===== src/sv/minmax_peak_decimator_macros.svh =====
// Assertion macros used by the minmax peak decimator datapath.
`ifndef MINMAX_PEAK_DECIMATOR_MACROS_SVH
`define MINMAX_PEAK_DECIMATOR_MACROS_SVH

`ifndef SYNTHESIS
`define MMPD_ASSERT_IMPL(lbl, clk, rst_n, ante, cons) \
    lbl: assert property (@(posedge clk) disable iff (!rst_n) (ante) |-> (cons)) \
        else $error("minmax peak decimator assertion failed");
`define MMPD_ASSERT_NEXT(lbl, clk, rst_n, ante, cons) \
    lbl: assert property (@(posedge clk) disable iff (!rst_n) (ante) |=> (cons)) \
        else $error("minmax peak decimator assertion failed");
`else
`define MMPD_ASSERT_IMPL(lbl, clk, rst_n, ante, cons)
`define MMPD_ASSERT_NEXT(lbl, clk, rst_n, ante, cons)
`endif

`endif


===== src/sv/mmpd_pkg.sv =====
// Types and constants shared by the minmax peak decimator modules.
`default_nettype none
package mmpd_pkg;

    localparam int CFG_W  = 16;
    localparam int BKT_W  = 15;
    localparam int SUM_W  = 16;
    localparam int ADDR_W = 3;
    localparam int DATA_W = 32;
    localparam int SLOT_N = 3;
    localparam int SLOT_W = 2;

    localparam logic [CFG_W-1:0] RECORD_LENGTH_RESET  = 16'd1024;
    localparam logic [CFG_W-1:0] POINT_CAPACITY_RESET = 16'd512;

    localparam logic REG_RECORD_LENGTH  = 1'b0;
    localparam logic REG_POINT_CAPACITY = 1'b1;

    localparam logic KIND_POINT  = 1'b0;
    localparam logic KIND_BOUNDS = 1'b1;

    typedef enum logic [2:0] {
        ST_IDLE,
        ST_DIV,
        ST_UPDATE,
        ST_PLAN,
        ST_EMIT
    } t_state;

    typedef struct packed {
        logic capture;
        logic div_start;
        logic update;
        logic plan;
        logic emit;
    } t_cmd;

    typedef struct packed {
        logic index_zero;
        logic div_done;
        logic out_free;
        logic slots_done;
        logic slot_last;
    } t_status;

endpackage
`default_nettype wire


===== src/sv/mmpd_div.sv =====
// Restoring divider that yields one quotient bit per cycle.
`default_nettype none
module mmpd_div
    import mmpd_pkg::*;
#(
    parameter int DW = 16
) (
    input  wire logic             i_clk,
    input  wire logic             i_rst_n,
    input  wire logic             i_start,
    input  wire logic [DW-1:0]    i_dividend,
    input  wire logic [BKT_W-1:0] i_divisor,
    output logic                  o_done,
    output logic [DW-1:0]         o_quotient,
    output logic [BKT_W-1:0]      o_remainder
);

    localparam int CW = $clog2(DW + 1);

    logic             r_busy;
    logic             r_done;
    logic [CW-1:0]    r_cnt;
    logic [DW-1:0]    r_quo;
    logic [BKT_W-1:0] r_rem;
    logic [BKT_W-1:0] r_div;

    logic [BKT_W:0]   trial;
    logic [BKT_W:0]   diff;
    logic             ge;

    always_comb begin
        trial = {r_rem, r_quo[DW-1]};
        ge    = trial >= {1'b0, r_div};
        diff  = trial - {1'b0, r_div};
    end

    always_ff @(posedge i_clk) begin
        if (!i_rst_n) begin
            r_busy <= 1'b0;
            r_done <= 1'b0;
            r_cnt  <= '0;
        end else if (i_start) begin
            r_busy <= 1'b1;
            r_done <= 1'b0;
            r_cnt  <= CW'(DW);
        end else if (r_busy) begin
            r_cnt <= r_cnt - CW'(1);
            if (r_cnt == CW'(1)) begin
                r_busy <= 1'b0;
                r_done <= 1'b1;
            end
        end else begin
            r_done <= 1'b0;
        end
    end

    always_ff @(posedge i_clk) begin
        if (i_start) begin
            r_quo <= i_dividend;
            r_rem <= '0;
            r_div <= i_divisor;
        end else if (r_busy) begin
            r_quo <= {r_quo[DW-2:0], ge};
            r_rem <= ge ? diff[BKT_W-1:0] : trial[BKT_W-1:0];
        end
    end

    assign o_done      = r_done;
    assign o_quotient  = r_quo;
    assign o_remainder = r_rem;

endmodule
`default_nettype wire


===== src/sv/mmpd_datapath.sv =====
// Datapath: configuration registers, record extents, bucket extremes and output register.
`default_nettype none
`include "minmax_peak_decimator_macros.svh"
module mmpd_datapath
    import mmpd_pkg::*;
#(
    parameter int MAX_RECORD  = 32768,
    parameter int SAMPLE_BITS = 16
) (
    input  wire logic                          i_clk,
    input  wire logic                          i_rst_n,
    input  wire logic                          psel,
    input  wire logic                          penable,
    input  wire logic                          pwrite,
    input  wire logic [ADDR_W-1:0]             paddr,
    input  wire logic [DATA_W-1:0]             pwdata,
    output logic      [DATA_W-1:0]             prdata,
    input  wire t_cmd                          i_cmd,
    output t_status                            o_status,
    input  wire logic signed [SAMPLE_BITS-1:0] i_y_sample,
    input  wire logic signed [SAMPLE_BITS-1:0] i_x_sample,
    input  wire logic                          i_x_present,
    input  wire logic                          i_out_stall,
    output logic                               o_out_valid,
    output logic                               o_item_kind,
    output logic signed [SAMPLE_BITS-1:0]      o_point_x,
    output logic signed [SAMPLE_BITS-1:0]      o_point_y,
    output logic signed [SAMPLE_BITS-1:0]      o_x_low,
    output logic signed [SAMPLE_BITS-1:0]      o_x_high,
    output logic signed [SAMPLE_BITS-1:0]      o_y_low,
    output logic signed [SAMPLE_BITS-1:0]      o_y_high,
    output logic                               o_run_last
);

    localparam int IW = $clog2(MAX_RECORD);
    localparam int LW = $clog2(MAX_RECORD + 1);
    localparam int XW = (IW > SAMPLE_BITS) ? IW : SAMPLE_BITS;
    localparam int SB = SAMPLE_BITS;

    // Configuration registers.
    logic [CFG_W-1:0] r_cfg_len;
    logic [CFG_W-1:0] r_cfg_cap;
    logic             cfg_we;

    assign cfg_we = psel & penable & pwrite;

    always_ff @(posedge i_clk) begin
        if (!i_rst_n) begin
            r_cfg_len <= RECORD_LENGTH_RESET;
            r_cfg_cap <= POINT_CAPACITY_RESET;
        end else if (cfg_we) begin
            if (paddr[2] == REG_RECORD_LENGTH) begin
                r_cfg_len <= pwdata[CFG_W-1:0];
            end else begin
                r_cfg_cap <= pwdata[CFG_W-1:0];
            end
        end
    end

    assign prdata = (paddr[2] == REG_RECORD_LENGTH) ? DATA_W'(r_cfg_len) : DATA_W'(r_cfg_cap);

    // Effective record settings from the configuration registers.
    logic [LW-1:0]    len_eff;
    logic [CFG_W-1:0] cap_eff;
    logic [BKT_W-1:0] bkt_eff;
    logic             decim_eff;

    always_comb begin
        if (r_cfg_len == '0) begin
            len_eff = LW'(1);
        end else if (32'(r_cfg_len) > 32'(MAX_RECORD)) begin
            len_eff = LW'(MAX_RECORD);
        end else begin
            len_eff = LW'(r_cfg_len);
        end
        cap_eff   = (r_cfg_cap == '0) ? CFG_W'(1) : r_cfg_cap;
        bkt_eff   = (cap_eff[CFG_W-1:1] == '0) ? BKT_W'(1) : cap_eff[CFG_W-1:1];
        decim_eff = 32'(len_eff) > 32'(cap_eff);
    end

    // Record state.
    logic [IW-1:0]     r_index;
    logic [LW-1:0]     r_rec_len;
    logic [BKT_W-1:0]  r_buckets;
    logic              r_decimate;
    logic [LW-1:0]     r_step;
    logic [BKT_W-1:0]  r_frac;
    logic [LW:0]       r_bucket_end;
    logic [SUM_W-1:0]  r_brem;
    logic              r_bucket_open;
    logic              r_bucket_hit;
    logic              r_rec_end;

    logic signed [SB-1:0] r_x;
    logic signed [SB-1:0] r_y;

    logic signed [SB-1:0] r_bnd_xlo;
    logic signed [SB-1:0] r_bnd_xhi;
    logic signed [SB-1:0] r_bnd_ylo;
    logic signed [SB-1:0] r_bnd_yhi;

    logic signed [SB-1:0] r_min_y;
    logic signed [SB-1:0] r_min_x;
    logic [IW-1:0]        r_min_pos;
    logic signed [SB-1:0] r_max_y;
    logic signed [SB-1:0] r_max_x;
    logic [IW-1:0]        r_max_pos;

    // Divider for bucket size and remainder.
    logic             div_done;
    logic [LW-1:0]    div_quo;
    logic [BKT_W-1:0] div_rem;

    mmpd_div #(
        .DW (LW)
    ) u_div (
        .i_clk       (i_clk),
        .i_rst_n     (i_rst_n),
        .i_start     (i_cmd.div_start),
        .i_dividend  (len_eff),
        .i_divisor   (bkt_eff),
        .o_done      (div_done),
        .o_quotient  (div_quo),
        .o_remainder (div_rem)
    );

    // Sample index as x.
    logic [XW-1:0]        idx_wide;
    logic signed [SB-1:0] idx_x;

    assign idx_wide = XW'(r_index);
    assign idx_x    = $signed(idx_wide[SB-1:0]);

    // Update step signals.
    logic [LW-1:0]    idx_p1;
    logic             first;
    logic             rec_end;
    logic             hit;
    logic             open_eff;
    logic [SUM_W-1:0] brem_sum;

    always_comb begin
        idx_p1   = LW'(r_index) + LW'(1);
        first    = (r_index == '0);
        rec_end  = idx_p1 >= r_rec_len;
        hit      = r_decimate && ({1'b0, idx_p1} == r_bucket_end);
        open_eff = r_bucket_open && !first;
        brem_sum = r_brem + SUM_W'(r_frac);
    end

    always_ff @(posedge i_clk) begin
        if (!i_rst_n) begin
            r_index       <= '0;
            r_rec_len     <= '0;
            r_buckets     <= '0;
            r_decimate    <= 1'b0;
            r_step        <= '0;
            r_frac        <= '0;
            r_bucket_end  <= '0;
            r_brem        <= '0;
            r_bucket_open <= 1'b0;
            r_bucket_hit  <= 1'b0;
            r_rec_end     <= 1'b0;
            r_bnd_xlo     <= '0;
            r_bnd_xhi     <= '0;
            r_bnd_ylo     <= '0;
            r_bnd_yhi     <= '0;
            r_min_y       <= '0;
            r_min_x       <= '0;
            r_min_pos     <= '0;
            r_max_y       <= '0;
            r_max_x       <= '0;
            r_max_pos     <= '0;
        end else begin
            if (i_cmd.capture && first) begin
                r_rec_len  <= len_eff;
                r_buckets  <= bkt_eff;
                r_decimate <= decim_eff;
            end
            if (div_done) begin
                r_step       <= div_quo;
                r_frac       <= div_rem;
                r_bucket_end <= {1'b0, div_quo};
                r_brem       <= SUM_W'(div_rem);
            end
            if (i_cmd.update) begin
                if (first) begin
                    r_bnd_xlo <= r_x;
                    r_bnd_xhi <= r_x;
                    r_bnd_ylo <= r_y;
                    r_bnd_yhi <= r_y;
                end else begin
                    if (r_x < r_bnd_xlo) r_bnd_xlo <= r_x;
                    if (r_x > r_bnd_xhi) r_bnd_xhi <= r_x;
                    if (r_y < r_bnd_ylo) r_bnd_ylo <= r_y;
                    if (r_y > r_bnd_yhi) r_bnd_yhi <= r_y;
                end
                if (r_decimate) begin
                    if (!open_eff) begin
                        r_min_y   <= r_y;
                        r_min_x   <= r_x;
                        r_min_pos <= r_index;
                        r_max_y   <= r_y;
                        r_max_x   <= r_x;
                        r_max_pos <= r_index;
                    end else begin
                        if (r_y < r_min_y) begin
                            r_min_y   <= r_y;
                            r_min_x   <= r_x;
                            r_min_pos <= r_index;
                        end
                        if (r_y > r_max_y) begin
                            r_max_y   <= r_y;
                            r_max_x   <= r_x;
                            r_max_pos <= r_index;
                        end
                    end
                end
                if (hit) begin
                    if (brem_sum >= SUM_W'(r_buckets)) begin
                        r_brem       <= brem_sum - SUM_W'(r_buckets);
                        r_bucket_end <= r_bucket_end + {1'b0, r_step} + (LW+1)'(1);
                    end else begin
                        r_brem       <= brem_sum;
                        r_bucket_end <= r_bucket_end + {1'b0, r_step};
                    end
                end
                r_bucket_open <= r_decimate && !hit;
                r_bucket_hit  <= hit;
                r_rec_end     <= rec_end;
                r_index       <= rec_end ? '0 : IW'(idx_p1);
            end
        end
    end

    always_ff @(posedge i_clk) begin
        if (i_cmd.capture) begin
            r_y <= i_y_sample;
            r_x <= i_x_present ? i_x_sample : idx_x;
        end
    end

    // Result slots for the current sample.
    logic                 r_slot_kind [SLOT_N];
    logic signed [SB-1:0] r_slot_x    [SLOT_N];
    logic signed [SB-1:0] r_slot_y    [SLOT_N];
    logic [SLOT_W-1:0]    r_slot_cnt;
    logic [SLOT_W-1:0]    r_slot_ptr;

    logic                 n_slot_kind [SLOT_N];
    logic signed [SB-1:0] n_slot_x    [SLOT_N];
    logic signed [SB-1:0] n_slot_y    [SLOT_N];
    logic [SLOT_W-1:0]    n_slot_cnt;

    always_comb begin
        for (int i = 0; i < SLOT_N; i++) begin
            n_slot_kind[i] = KIND_POINT;
            n_slot_x[i]    = '0;
            n_slot_y[i]    = '0;
        end
        n_slot_cnt = '0;
        if (!r_decimate) begin
            n_slot_x[0] = r_x;
            n_slot_y[0] = r_y;
            n_slot_cnt  = SLOT_W'(1);
        end else if (r_bucket_hit) begin
            if (r_min_pos <= r_max_pos) begin
                n_slot_x[0] = r_min_x;
                n_slot_y[0] = r_min_y;
                n_slot_x[1] = r_max_x;
                n_slot_y[1] = r_max_y;
                n_slot_cnt  = (r_min_pos == r_max_pos) ? SLOT_W'(1) : SLOT_W'(2);
            end else begin
                n_slot_x[0] = r_max_x;
                n_slot_y[0] = r_max_y;
                n_slot_x[1] = r_min_x;
                n_slot_y[1] = r_min_y;
                n_slot_cnt  = SLOT_W'(2);
            end
        end
        if (r_rec_end) begin
            n_slot_kind[n_slot_cnt] = KIND_BOUNDS;
            n_slot_x[n_slot_cnt]    = '0;
            n_slot_y[n_slot_cnt]    = '0;
            n_slot_cnt              = n_slot_cnt + SLOT_W'(1);
        end
    end

    always_ff @(posedge i_clk) begin
        if (i_cmd.plan) begin
            for (int i = 0; i < SLOT_N; i++) begin
                r_slot_kind[i] <= n_slot_kind[i];
                r_slot_x[i]    <= n_slot_x[i];
                r_slot_y[i]    <= n_slot_y[i];
            end
        end
    end

    // Output register.
    logic                 r_out_valid;
    logic                 r_out_kind;
    logic signed [SB-1:0] r_out_px;
    logic signed [SB-1:0] r_out_py;
    logic signed [SB-1:0] r_out_xlo;
    logic signed [SB-1:0] r_out_xhi;
    logic signed [SB-1:0] r_out_ylo;
    logic signed [SB-1:0] r_out_yhi;
    logic                 r_out_last;
    logic                 slot_last;
    logic                 out_free;
    logic                 sel_kind;

    assign slot_last = (r_slot_ptr == r_slot_cnt - SLOT_W'(1));
    assign out_free  = !r_out_valid || !i_out_stall;
    assign sel_kind  = r_slot_kind[r_slot_ptr];

    always_ff @(posedge i_clk) begin
        if (!i_rst_n) begin
            r_slot_cnt  <= '0;
            r_slot_ptr  <= '0;
            r_out_valid <= 1'b0;
        end else begin
            if (i_cmd.plan) begin
                r_slot_cnt <= n_slot_cnt;
                r_slot_ptr <= '0;
            end else if (i_cmd.emit) begin
                r_slot_ptr <= r_slot_ptr + SLOT_W'(1);
            end
            if (i_cmd.emit) begin
                r_out_valid <= 1'b1;
            end else if (!i_out_stall) begin
                r_out_valid <= 1'b0;
            end
        end
    end

    always_ff @(posedge i_clk) begin
        if (i_cmd.emit) begin
            r_out_kind <= sel_kind;
            r_out_px   <= r_slot_x[r_slot_ptr];
            r_out_py   <= r_slot_y[r_slot_ptr];
            r_out_xlo  <= (sel_kind == KIND_BOUNDS) ? r_bnd_xlo : '0;
            r_out_xhi  <= (sel_kind == KIND_BOUNDS) ? r_bnd_xhi : '0;
            r_out_ylo  <= (sel_kind == KIND_BOUNDS) ? r_bnd_ylo : '0;
            r_out_yhi  <= (sel_kind == KIND_BOUNDS) ? r_bnd_yhi : '0;
            r_out_last <= slot_last;
        end
    end

    always_comb begin
        o_status.index_zero = first;
        o_status.div_done   = div_done;
        o_status.out_free   = out_free;
        o_status.slots_done = (r_slot_ptr == r_slot_cnt);
        o_status.slot_last  = slot_last;
    end

    assign o_out_valid = r_out_valid;
    assign o_item_kind = r_out_kind;
    assign o_point_x   = r_out_px;
    assign o_point_y   = r_out_py;
    assign o_x_low     = r_out_xlo;
    assign o_x_high    = r_out_xhi;
    assign o_y_low     = r_out_ylo;
    assign o_y_high    = r_out_yhi;
    assign o_run_last  = r_out_last;

    `MMPD_ASSERT_IMPL(a_ptr_in_range, i_clk, i_rst_n, 1'b1, r_slot_ptr <= r_slot_cnt)
    `MMPD_ASSERT_IMPL(a_emit_has_slot, i_clk, i_rst_n, i_cmd.emit, r_slot_ptr < r_slot_cnt)
    `MMPD_ASSERT_IMPL(a_bounds_is_last, i_clk, i_rst_n, r_out_valid && (r_out_kind == KIND_BOUNDS), r_out_last)
    `MMPD_ASSERT_NEXT(a_emit_loads_out, i_clk, i_rst_n, i_cmd.emit, r_out_valid)

endmodule
`default_nettype wire


===== src/sv/mmpd_ctrl.sv =====
// Controller state machine sequencing capture, division, update, planning and emission.
`default_nettype none
module mmpd_ctrl
    import mmpd_pkg::*;
(
    input  wire logic    i_clk,
    input  wire logic    i_rst_n,
    input  wire logic    i_in_valid,
    output logic         o_in_stall,
    input  wire t_status i_status,
    output t_cmd         o_cmd
);

    t_state r_state;
    t_state n_state;

    always_ff @(posedge i_clk) begin
        if (!i_rst_n) begin
            r_state <= ST_IDLE;
        end else begin
            r_state <= n_state;
        end
    end

    always_comb begin
        n_state    = r_state;
        o_cmd      = '0;
        o_in_stall = 1'b1;
        unique case (r_state)
            ST_IDLE: begin
                o_in_stall = 1'b0;
                if (i_in_valid) begin
                    o_cmd.capture = 1'b1;
                    if (i_status.index_zero) begin
                        o_cmd.div_start = 1'b1;
                        n_state         = ST_DIV;
                    end else begin
                        n_state = ST_UPDATE;
                    end
                end
            end
            ST_DIV: begin
                if (i_status.div_done) begin
                    n_state = ST_UPDATE;
                end
            end
            ST_UPDATE: begin
                o_cmd.update = 1'b1;
                n_state      = ST_PLAN;
            end
            ST_PLAN: begin
                o_cmd.plan = 1'b1;
                n_state    = ST_EMIT;
            end
            ST_EMIT: begin
                if (i_status.slots_done) begin
                    n_state = ST_IDLE;
                end else if (i_status.out_free) begin
                    o_cmd.emit = 1'b1;
                    if (i_status.slot_last) begin
                        n_state = ST_IDLE;
                    end
                end
            end
            default: begin
                n_state = ST_IDLE;
            end
        endcase
    end

endmodule
`default_nettype wire


===== src/sv/minmax_peak_decimator.sv =====
// Top level of the minmax peak decimator.
// The block takes one sample request at a time. A sample that does not open a record passes
// through capture, update and planning before its first result is emitted, then emits each
// further result in turn, waiting while the output stall holds a result. The first sample of
// a record also runs the bucket-size divider, which produces one quotient bit per cycle,
// between capture and update. Each sample yields up to three results: the kept point, or a
// bucket's minimum and maximum points, and the bounds item after the last sample of a record.
// Settings are latched at the first sample of a record.
`default_nettype none
module minmax_peak_decimator
    import mmpd_pkg::*;
#(
    parameter int MAX_RECORD  = 32768,
    parameter int SAMPLE_BITS = 16
) (
    input  wire logic                          i_clk,
    input  wire logic                          i_rst_n,
    input  wire logic                          psel,
    input  wire logic                          penable,
    input  wire logic                          pwrite,
    input  wire logic [ADDR_W-1:0]             paddr,
    input  wire logic [DATA_W-1:0]             pwdata,
    output logic      [DATA_W-1:0]             prdata,
    output logic                               pready,
    input  wire logic                          i_in_valid,
    output logic                               o_in_stall,
    input  wire logic signed [SAMPLE_BITS-1:0] i_y_sample,
    input  wire logic signed [SAMPLE_BITS-1:0] i_x_sample,
    input  wire logic                          i_x_present,
    output logic                               o_out_valid,
    input  wire logic                          i_out_stall,
    output logic                               o_item_kind,
    output logic signed [SAMPLE_BITS-1:0]      o_point_x,
    output logic signed [SAMPLE_BITS-1:0]      o_point_y,
    output logic signed [SAMPLE_BITS-1:0]      o_x_low,
    output logic signed [SAMPLE_BITS-1:0]      o_x_high,
    output logic signed [SAMPLE_BITS-1:0]      o_y_low,
    output logic signed [SAMPLE_BITS-1:0]      o_y_high,
    output logic                               o_run_last
);

    t_cmd    cmd;
    t_status status;

    assign pready = 1'b1;

    mmpd_ctrl u_ctrl (
        .i_clk      (i_clk),
        .i_rst_n    (i_rst_n),
        .i_in_valid (i_in_valid),
        .o_in_stall (o_in_stall),
        .i_status   (status),
        .o_cmd      (cmd)
    );

    mmpd_datapath #(
        .MAX_RECORD  (MAX_RECORD),
        .SAMPLE_BITS (SAMPLE_BITS)
    ) u_datapath (
        .i_clk       (i_clk),
        .i_rst_n     (i_rst_n),
        .psel        (psel),
        .penable     (penable),
        .pwrite      (pwrite),
        .paddr       (paddr),
        .pwdata      (pwdata),
        .prdata      (prdata),
        .i_cmd       (cmd),
        .o_status    (status),
        .i_y_sample  (i_y_sample),
        .i_x_sample  (i_x_sample),
        .i_x_present (i_x_present),
        .i_out_stall (i_out_stall),
        .o_out_valid (o_out_valid),
        .o_item_kind (o_item_kind),
        .o_point_x   (o_point_x),
        .o_point_y   (o_point_y),
        .o_x_low     (o_x_low),
        .o_x_high    (o_x_high),
        .o_y_low     (o_y_low),
        .o_y_high    (o_y_high),
        .o_run_last  (o_run_last)
    );

endmodule
`default_nettype wire

===== config.mk =====
export PLATFORM = sky130hd
export DESIGN_NAME = minmax_peak_decimator
export DESIGN_NICKNAME = d
export VERILOG_FILES = /design/src/sv/mmpd_pkg.sv /design/src/sv/mmpd_div.sv /design/src/sv/mmpd_datapath.sv /design/src/sv/mmpd_ctrl.sv /design/src/sv/minmax_peak_decimator.sv
export VERILOG_INCLUDE_DIRS = /design/src /design/src/sv
export SDC_FILE = /design/constraint.sdc
export NUM_CORES = 1
export LEC_CHECK = 0
export BUFFER_PORTS_ARGS = -buffer_cell sky130_fd_sc_hd__buf_2
export CAP_MARGIN = 20
export CORE_MARGIN = 1.5
export CORE_UTILIZATION = 25
export DETAILED_ROUTE_END_ITERATION = 10
export PLACE_DENSITY = 0.42
export REMOVE_ABC_BUFFERS = 1
export SETUP_SLACK_MARGIN = 0.02
export SLEW_MARGIN = 10
export SYNTH_ARGS = -nofsm -noshare
export SYNTH_HDL_FRONTEND = slang
export SYNTH_HIERARCHICAL = 1
export SYNTH_SLANG_ARGS = --single-unit

===== constraint.sdc =====
create_clock -name i_clk -period 5.8 [get_ports i_clk]
set_input_delay 0.58 -clock i_clk [delete_from_list [all_inputs] [get_ports i_clk]]
set_output_delay 0.58 -clock i_clk [all_outputs]
set_load 0.01 [all_outputs]

==> results of run 1 <==
## where the power goes
| part | internal, W | switching [W] | total (W) |
|---|---|---|---|
| Combinational | 0.000463 | 0.000739 | 0.00120 |
| Sequential | 0.00427 | 0.000199 | 0.00447 |
| Clock | 0.00282 | 0.00187 | 0.00468 |
## area by class of cell
type / count / area, µm² / area share
clock buffer: 103 / 2110 / 0.0589
clock inverter: 34 / 365 / 0.0102
inverter: 211 / 797 / 0.0223
multi-input combinational: 2289 / 15600 / 0.437
sequential: 564 / 13600 / 0.380
tap: 1625 / 2030 / 0.0568
timing repair buffer: 213 / 1260 / 0.0352
## path summary, 6_finish.rpt
path	endpoint	slack (ps)	startpoint
min	u_datapath/r_y[14]	120	i_y_sample[14]
max	u_datapath/r_brem[10]	720	u_datapath/r_frac[0]
min reg2reg	u_datapath/r_rec_len[15]	450	u_datapath/r_rec_len[15]
max reg2reg	u_datapath/r_brem[10]	720	u_datapath/r_frac[0]
## logic make-up after synthesis
group | share of synthesized area
AO/OA/AOI/OAI | 0.130
buffers and inverters | 0.0583
adder cells (fa/ha/maj) | 0.0862
XOR/XNOR | 0.0351
AND/OR/NAND/NOR | 0.172
other | 0.000244
flip-flops | 0.440
multiplexers | 0.0783
## metal layers
layer  vias up  wire length [µm]  GRT usage
met2       429             43000      0.241
met4         2              2020     0.0420
met1     11400             44400      0.194
met5         -                13          0
met3       106              3620     0.0231
li1      11900                 -          -
## synth_stat cells, types with 38 or more instances
| cell | n |
|---|---|
| sky130_fd_sc_hd__dfxtp_1 | 336 |
| sky130_fd_sc_hd__xnor2_1 | 62 |
| sky130_fd_sc_hd__clkbuf_1 | 176 |
| sky130_fd_sc_hd__inv_1 | 209 |
| sky130_fd_sc_hd__nand4_1 | 133 |
| sky130_fd_sc_hd__ha_1 | 206 |
| sky130_fd_sc_hd__mux2i_1 | 179 |
| sky130_fd_sc_hd__edfxtp_1 | 228 |
| sky130_fd_sc_hd__nor2_1 | 274 |
| sky130_fd_sc_hd__mux2_2 | 54 |
| sky130_fd_sc_hd__nand2_1 | 291 |
| sky130_fd_sc_hd__nand3_1 | 122 |
| sky130_fd_sc_hd__or4_1 | 38 |
| sky130_fd_sc_hd__o21ai_0 | 171 |
| sky130_fd_sc_hd__a21oi_1 | 218 |
| sky130_fd_sc_hd__xor2_1 | 46 |
| sky130_fd_sc_hd__a21o_1 | 50 |
## critical path, stage by stage (launching register included)
cell and delay [ps]:
sky130_fd_sc_hd__dfxtp_1 310, sky130_fd_sc_hd__ha_1 250, sky130_fd_sc_hd__fa_1 420, sky130_fd_sc_hd__a21o_1 180, sky130_fd_sc_hd__a21oi_1 300, sky130_fd_sc_hd__o21a_1 180
sky130_fd_sc_hd__o21ai_0 160, sky130_fd_sc_hd__o41ai_1 400, sky130_fd_sc_hd__xnor2_1 220, sky130_fd_sc_hd__ha_1 340, sky130_fd_sc_hd__nor2b_1 160, sky130_fd_sc_hd__o31a_1 290
sky130_fd_sc_hd__or4_1 560, sky130_fd_sc_hd__a221oi_4 370, sky130_fd_sc_hd__buf_4 370, sky130_fd_sc_hd__nor2_1 90, sky130_fd_sc_hd__a211oi_1 220, sky130_fd_sc_hd__a211oi_1 80
## metrics by stage
stage / hold WS, ps / instances / power, W / setup TNS (ps)
after floorplan: 435 / 3064 / 0.00527 / -665250
after global placement: 444 / 4898 / 0.00575 / 0
after detailed placement: 447 / 4901 / 0.00577 / 0
after CTS: 64.9 / 5038 / 0.0105 / 0
after global routing: 81.3 / 5039 / 0.0108 / 0
final: 118 / 5039 / 0.0104 / 0
==> reports/qor.tcl, run 1 <==
set qor(final_cell_mix) {sky130_fd_sc_hd__dfxtp_1 (334), sky130_fd_sc_hd__nand2_1 (290), sky130_fd_sc_hd__nor2_1 (274), sky130_fd_sc_hd__edfxtp_1 (228), sky130_fd_sc_hd__a21oi_1 (214)}
set qor(floorplan.initialDensity) 0.253
set qor(boundaryPins) 208
set qor(cts_hold_buffers) 0
set qor(postSynth.topFlopCell) {sky130_fd_sc_hd__dfxtp_1}
set qor(post_cts_sizing_count) 0
set qor(run_status) {complete, no violations}
set qor(routed_wirelength_um) 93100
set qor(count_of_unique_library_cells_instantiated_by_yosys) 90
set qor(crit_fanout) 26
set qor(cts_inserted_buffers) 74
set qor(worst-endpoint-required_ps) 6270
set qor(post_synth_inst_count) 3285
set qor(power.density_cell_area_mw_per_mm2) 289
set qor(crit_type) {flop to flop}
set qor(synth_sequential_area_ratio) 0.440
set qor(r2r.worst_path.cells) 17
set qor(cts.sink_count) 564
set qor(min-delay-path-class) {input port to flop}
set qor(gp_congestion) 0.789
set qor(placeableCoreArea_mm2) 0.122
set qor(clock.fmax_mhz) 197
set qor(final-max-slew-violation-count) 0
set qor(drive_gt1_frac) 0.127
set qor(drt.antenna.violating_nets) 0
set qor(tightestPinTransition_ps) 1130
set qor(grt_max_degree) 156
set qor(fp-row-count) 128
set qor(path_clk_slew_ps) 60
set qor(ctsLongestPathBuffers) 3
set qor(grt_pass1_wl_um) 144000
set qor(mostFrequentLayoutCell) {sky130_fd_sc_hd__dfxtp_1}
set qor(crit_path_start_kind) {flop}
set qor(groute.usage.overall) 0.145
set qor(relSlewSlack) 0.244
set qor(avgViaCountPerCell) 4.72
set qor(clk_root_buffer_cell) {sky130_fd_sc_hd__clkbuf_16}
set qor(cp-end-kind) {flop}
set qor(final_clock_period_utilization_by_the_worst_path) 0.875
set qor(dpl_ws_ps) 718
set qor(synth_async_sr_flop_share) 0
set qor(post-cts-setup-buffer-count) 0
set qor(layout_min_cycle_time_ps) 5080
set qor(remaining_global_route_overflow) 0
set qor(syn_area_per_cell_um2) 9.39
set qor(grt_antenna_before_repair) 1
set qor(die_w_um) 354
set qor(io_buffer_count) 172
set qor(reported_max_cap_violation_count) 0
set qor(setup_viol) 0
set qor(power.ir.vdd_worst_v) 0.000193
set qor(post_synthesis_cell_type_with_the_largest_combined_area) {sky130_fd_sc_hd__edfxtp_1}
set qor(fin_skew_ps) 27.9
set qor(ys_top_cells_by_area) {sky130_fd_sc_hd__edfxtp_1 (22%), sky130_fd_sc_hd__dfxtp_1 (22%), sky130_fd_sc_hd__ha_1 (8.4%), sky130_fd_sc_hd__mux2i_1 (5.8%), sky130_fd_sc_hd__nand2_1 (3.5%)}
set qor(netlist_area_mm2) 0.0308
set qor(num_antenna_cells) 0
set qor(placement.cell_area_mm2) 0.0333
set qor(dp_hpwl_um) 63300
set qor(hold-path-cell-count) 1
set qor(route.detailed.wl_per_inst_um) 18.5
set qor(layout_overhead_on_the_synthesized_area_pct) 16.0
set qor(grt_setup_unrepaired) {no}
set qor(p_leak_nw) 12.6
set qor(synth_warnings) 6
set qor(number_of_flops_mapped_to_enable_cells_by_yosys) 228
set qor(dr_total_vias) 23800
set qor(proportion_of_netlist_area_held_by_the_largest_area_contributor) 0.222
set qor(firstDrtPassIters) 5
set qor(first_global_vias) 23800
set qor(fill_cells) 13000
set qor(final_area_mm2) 0.0358
set qor(leading_registers_by_flop_count) {u_datapath/r_slot_x x32, u_datapath/r_slot_y x32, u_datapath/r_bucket_end x17}
set qor(die_height_um) 354
set qor(critPathArrivalTime_ps) 5550
set qor(timing_hold_violations_final) 0
set qor(layout.nets) 3638
set qor(synth.ff_latch_count) 564
set qor(htreeDepth) 3
set qor(die-area_mm2) 0.125
set qor(timing.final.ws_setup_ps) 725
set qor(clock_latency_ps) 630
set qor(drt_first_iter_violations) 1270
set qor(tritoncts) {done}
set qor(final_util) 0.293
set qor(drc_errors) 0
Note: power is estimated with default switching activity, not from simulation.
==> run 2: changes to the inputs <==
--- a/config.mk
+++ b/config.mk
@@ -6,11 +6,13 @@
 export SDC_FILE = /design/constraint.sdc
 export NUM_CORES = 1
 export LEC_CHECK = 0
+export ABC_CLOCK_PERIOD_IN_PS = 5800
 export BUFFER_PORTS_ARGS = -buffer_cell sky130_fd_sc_hd__buf_2
 export CAP_MARGIN = 20
 export CORE_MARGIN = 1.5
 export CORE_UTILIZATION = 25
 export DETAILED_ROUTE_END_ITERATION = 10
+export MAX_ROUTING_LAYER = met4
 export PLACE_DENSITY = 0.42
 export REMOVE_ABC_BUFFERS = 1
 export SETUP_SLACK_MARGIN = 0.02
==> reports/qor.tcl, run 2 (same netlist as run 1, synthesis figures left out) <==
set qor(run_status) {complete, no violations}
set qor(layout.nets) 3638
set qor(post-cts-setup-buffer-count) 0
set qor(final_util) 0.293
set qor(cp_buf_inv_count) 1
set qor(worst-endpoint-required_ps) 6270
set qor(critical-path-max-stage-delay_ps) 560
set qor(htreeDepth) 3
set qor(die_height_um) 354
set qor(grt_max_degree) 156
set qor(die_w_um) 354
set qor(post_cts_sizing_count) 0
set qor(path_clk_slew_ps) 60
set qor(crit_path_end) {u_datapath/r_brem[10]}
set qor(dp_hpwl_um) 63300
set qor(dr_total_vias) 23800
set qor(power.ir.vdd_worst_v) 0.000194
set qor(tritoncts) {done}
set qor(clock.fmax_mhz) 197
set qor(drt_first_iter_violations) 1195
set qor(placeableCoreArea_mm2) 0.122
set qor(grt_pass1_wl_um) 143000
set qor(cts.sink_count) 564
set qor(layout_min_cycle_time_ps) 5070
set qor(grt_antenna_before_repair) 1
set qor(timing_hold_violations_final) 0
set qor(firstDrtPassIters) 5
set qor(routed_wirelength_um) 93100
set qor(remaining_global_route_overflow) 0
set qor(power.density_cell_area_mw_per_mm2) 289
set qor(min-delay-path-class) {input port to flop}
set qor(instance_count_on_the_critical_path) 17
set qor(io_buffer_count) 172
set qor(worst_setup_path_startpoint) {u_datapath/r_frac[0]}
set qor(power.total_w) 0.0103
set qor(regToRegSetupSlack_ps) 730
set qor(drive_gt1_frac) 0.127
set qor(reported_max_cap_violation_count) 0
set qor(crit_fanout) 26
set qor(die-area_mm2) 0.125
set qor(grt_setup_unrepaired) {no}
set qor(finalSetupTns_ps) 0
set qor(timing.critical_path.max_delay_family) {compound AO/OA/AOI/OAI gates}
set qor(place_inst) 4901
set qor(avgViaCountPerCell) 4.72
set qor(clk_root_buffer_cell) {sky130_fd_sc_hd__clkbuf_16}
set qor(cts_hold_buffers) 0
set qor(ctsLongestPathBuffers) 3
set qor(cp-end-kind) {flop}
set qor(sequence_of_cells_on_the_critical_path) {ha_1 > fa_1 > a21o_1 > a21oi_1 > o21a_1 > o21ai_0 > o41ai_1 > xnor2_1 > ha_1 > nor2b_1 > o31a_1 > or4_1 > a221oi_4 > buf_4 > nor2_1 > a211oi_1 > a211oi_1}
set qor(boundaryPins) 208
set qor(crit_path_start_kind) {flop}
set qor(crit_type) {flop to flop}
set qor(drt.antenna.violating_nets) 0
set qor(setup_viol) 0
set qor(final_cell_mix) {sky130_fd_sc_hd__dfxtp_1 (334), sky130_fd_sc_hd__nand2_1 (290), sky130_fd_sc_hd__nor2_1 (274), sky130_fd_sc_hd__edfxtp_1 (228), sky130_fd_sc_hd__a21oi_1 (214)}
set qor(cts_inserted_buffers) 74
set qor(layoutNonFillerInstCount) 5040
set qor(critPathArrivalTime_ps) 5540
set qor(crit_slowest_cell) {sky130_fd_sc_hd__or4_1}
set qor(groute.usage.overall) 0.150
set qor(route.detailed.wl_per_inst_um) 18.5
set qor(layout_overhead_on_the_synthesized_area_pct) 16.0
set qor(fin_skew_ps) 27.9
set qor(drc_errors) 0
set qor(mostFrequentLayoutCell) {sky130_fd_sc_hd__dfxtp_1}
set qor(tightestPinTransition_ps) 1110
set qor(clock_latency_ps) 630
set qor(final-max-slew-violation-count) 0
set qor(final_area_mm2) 0.0358
set qor(floorplan.initialDensity) 0.253
set qor(r2r-start) {u_datapath/r_frac[0]}
set qor(placement.cell_area_mm2) 0.0333
set qor(p_leak_nw) 12.6
set qor(gp_congestion) 0.800
set qor(r2r.worst_path.cells) 17
set qor(fp-row-count) 128
set qor(leading_registers_by_flop_count) {u_datapath/r_slot_x x32, u_datapath/r_slot_y x32, u_datapath/r_bucket_end x17}
set qor(timing.rr.end) {u_datapath/r_brem[10]}
set qor(final_clock_period_utilization_by_the_worst_path) 0.875
set qor(relSlewSlack) 0.255
set qor(first_global_vias) 23800
run 2: area by class of cell:
type | instances | area, µm²
Tap cell | 1625 | 2030
Multi-Input combinational cell | 2289 | 15600
Antenna cell | 1 | 2.50
Clock inverter | 34 | 365
Inverter | 211 | 797
Fill cell | 13000 | 86300
Sequential cell | 564 | 13600
Clock buffer | 103 | 2110
Timing Repair Buffer | 213 | 1260
run 2: how the worst min path moves through the flow:
stage                                        start                        to  depth (start not counted)
final                               i_y_sample[14]        u_datapath/r_y[14]                          1
after global routing                i_y_sample[15]        u_datapath/r_y[15]                          1
after CTS                            i_y_sample[1]         u_datapath/r_y[1]                          1
after detailed placement   u_datapath/r_bnd_xlo[8]   u_datapath/r_bnd_xlo[8]                          2
after global placement    u_datapath/r_bnd_xlo[11]  u_datapath/r_bnd_xlo[11]                          2
after floorplan           u_datapath/r_bnd_xlo[10]  u_datapath/r_bnd_xlo[10]                          2
run 2: layer usage:
layer | vias to the layer above | part of all wire | track usage | wire length, µm
met5 | - | 0 | - | 0
met4 | 0 | 0.022 | 0.0420 | 2000
met3 | 111 | 0.037 | 0.0228 | 3440
met2 | 399 | 0.46 | 0.241 | 43000
met1 | 11400 | 0.48 | 0.194 | 44600
li1 | 11900 | - | - | -
run 2: through the flow:
stage / setup slack [ps] / hold slack (ps)
finish: 727 / 119
global route: 358 / 81.3
CTS: 675 / 64.9
detailed placement: 718 / 447
global placement: 721 / 444
floorplan: -4380 / 435
run 2: power by group:
part	total, W	internal [W]	switching, W
registers	0.00447	0.00427	0.000199
clock network	0.00467	0.00282	0.00185
logic	0.00120	0.000462	0.000738
total	0.0103	0.00755	0.00279
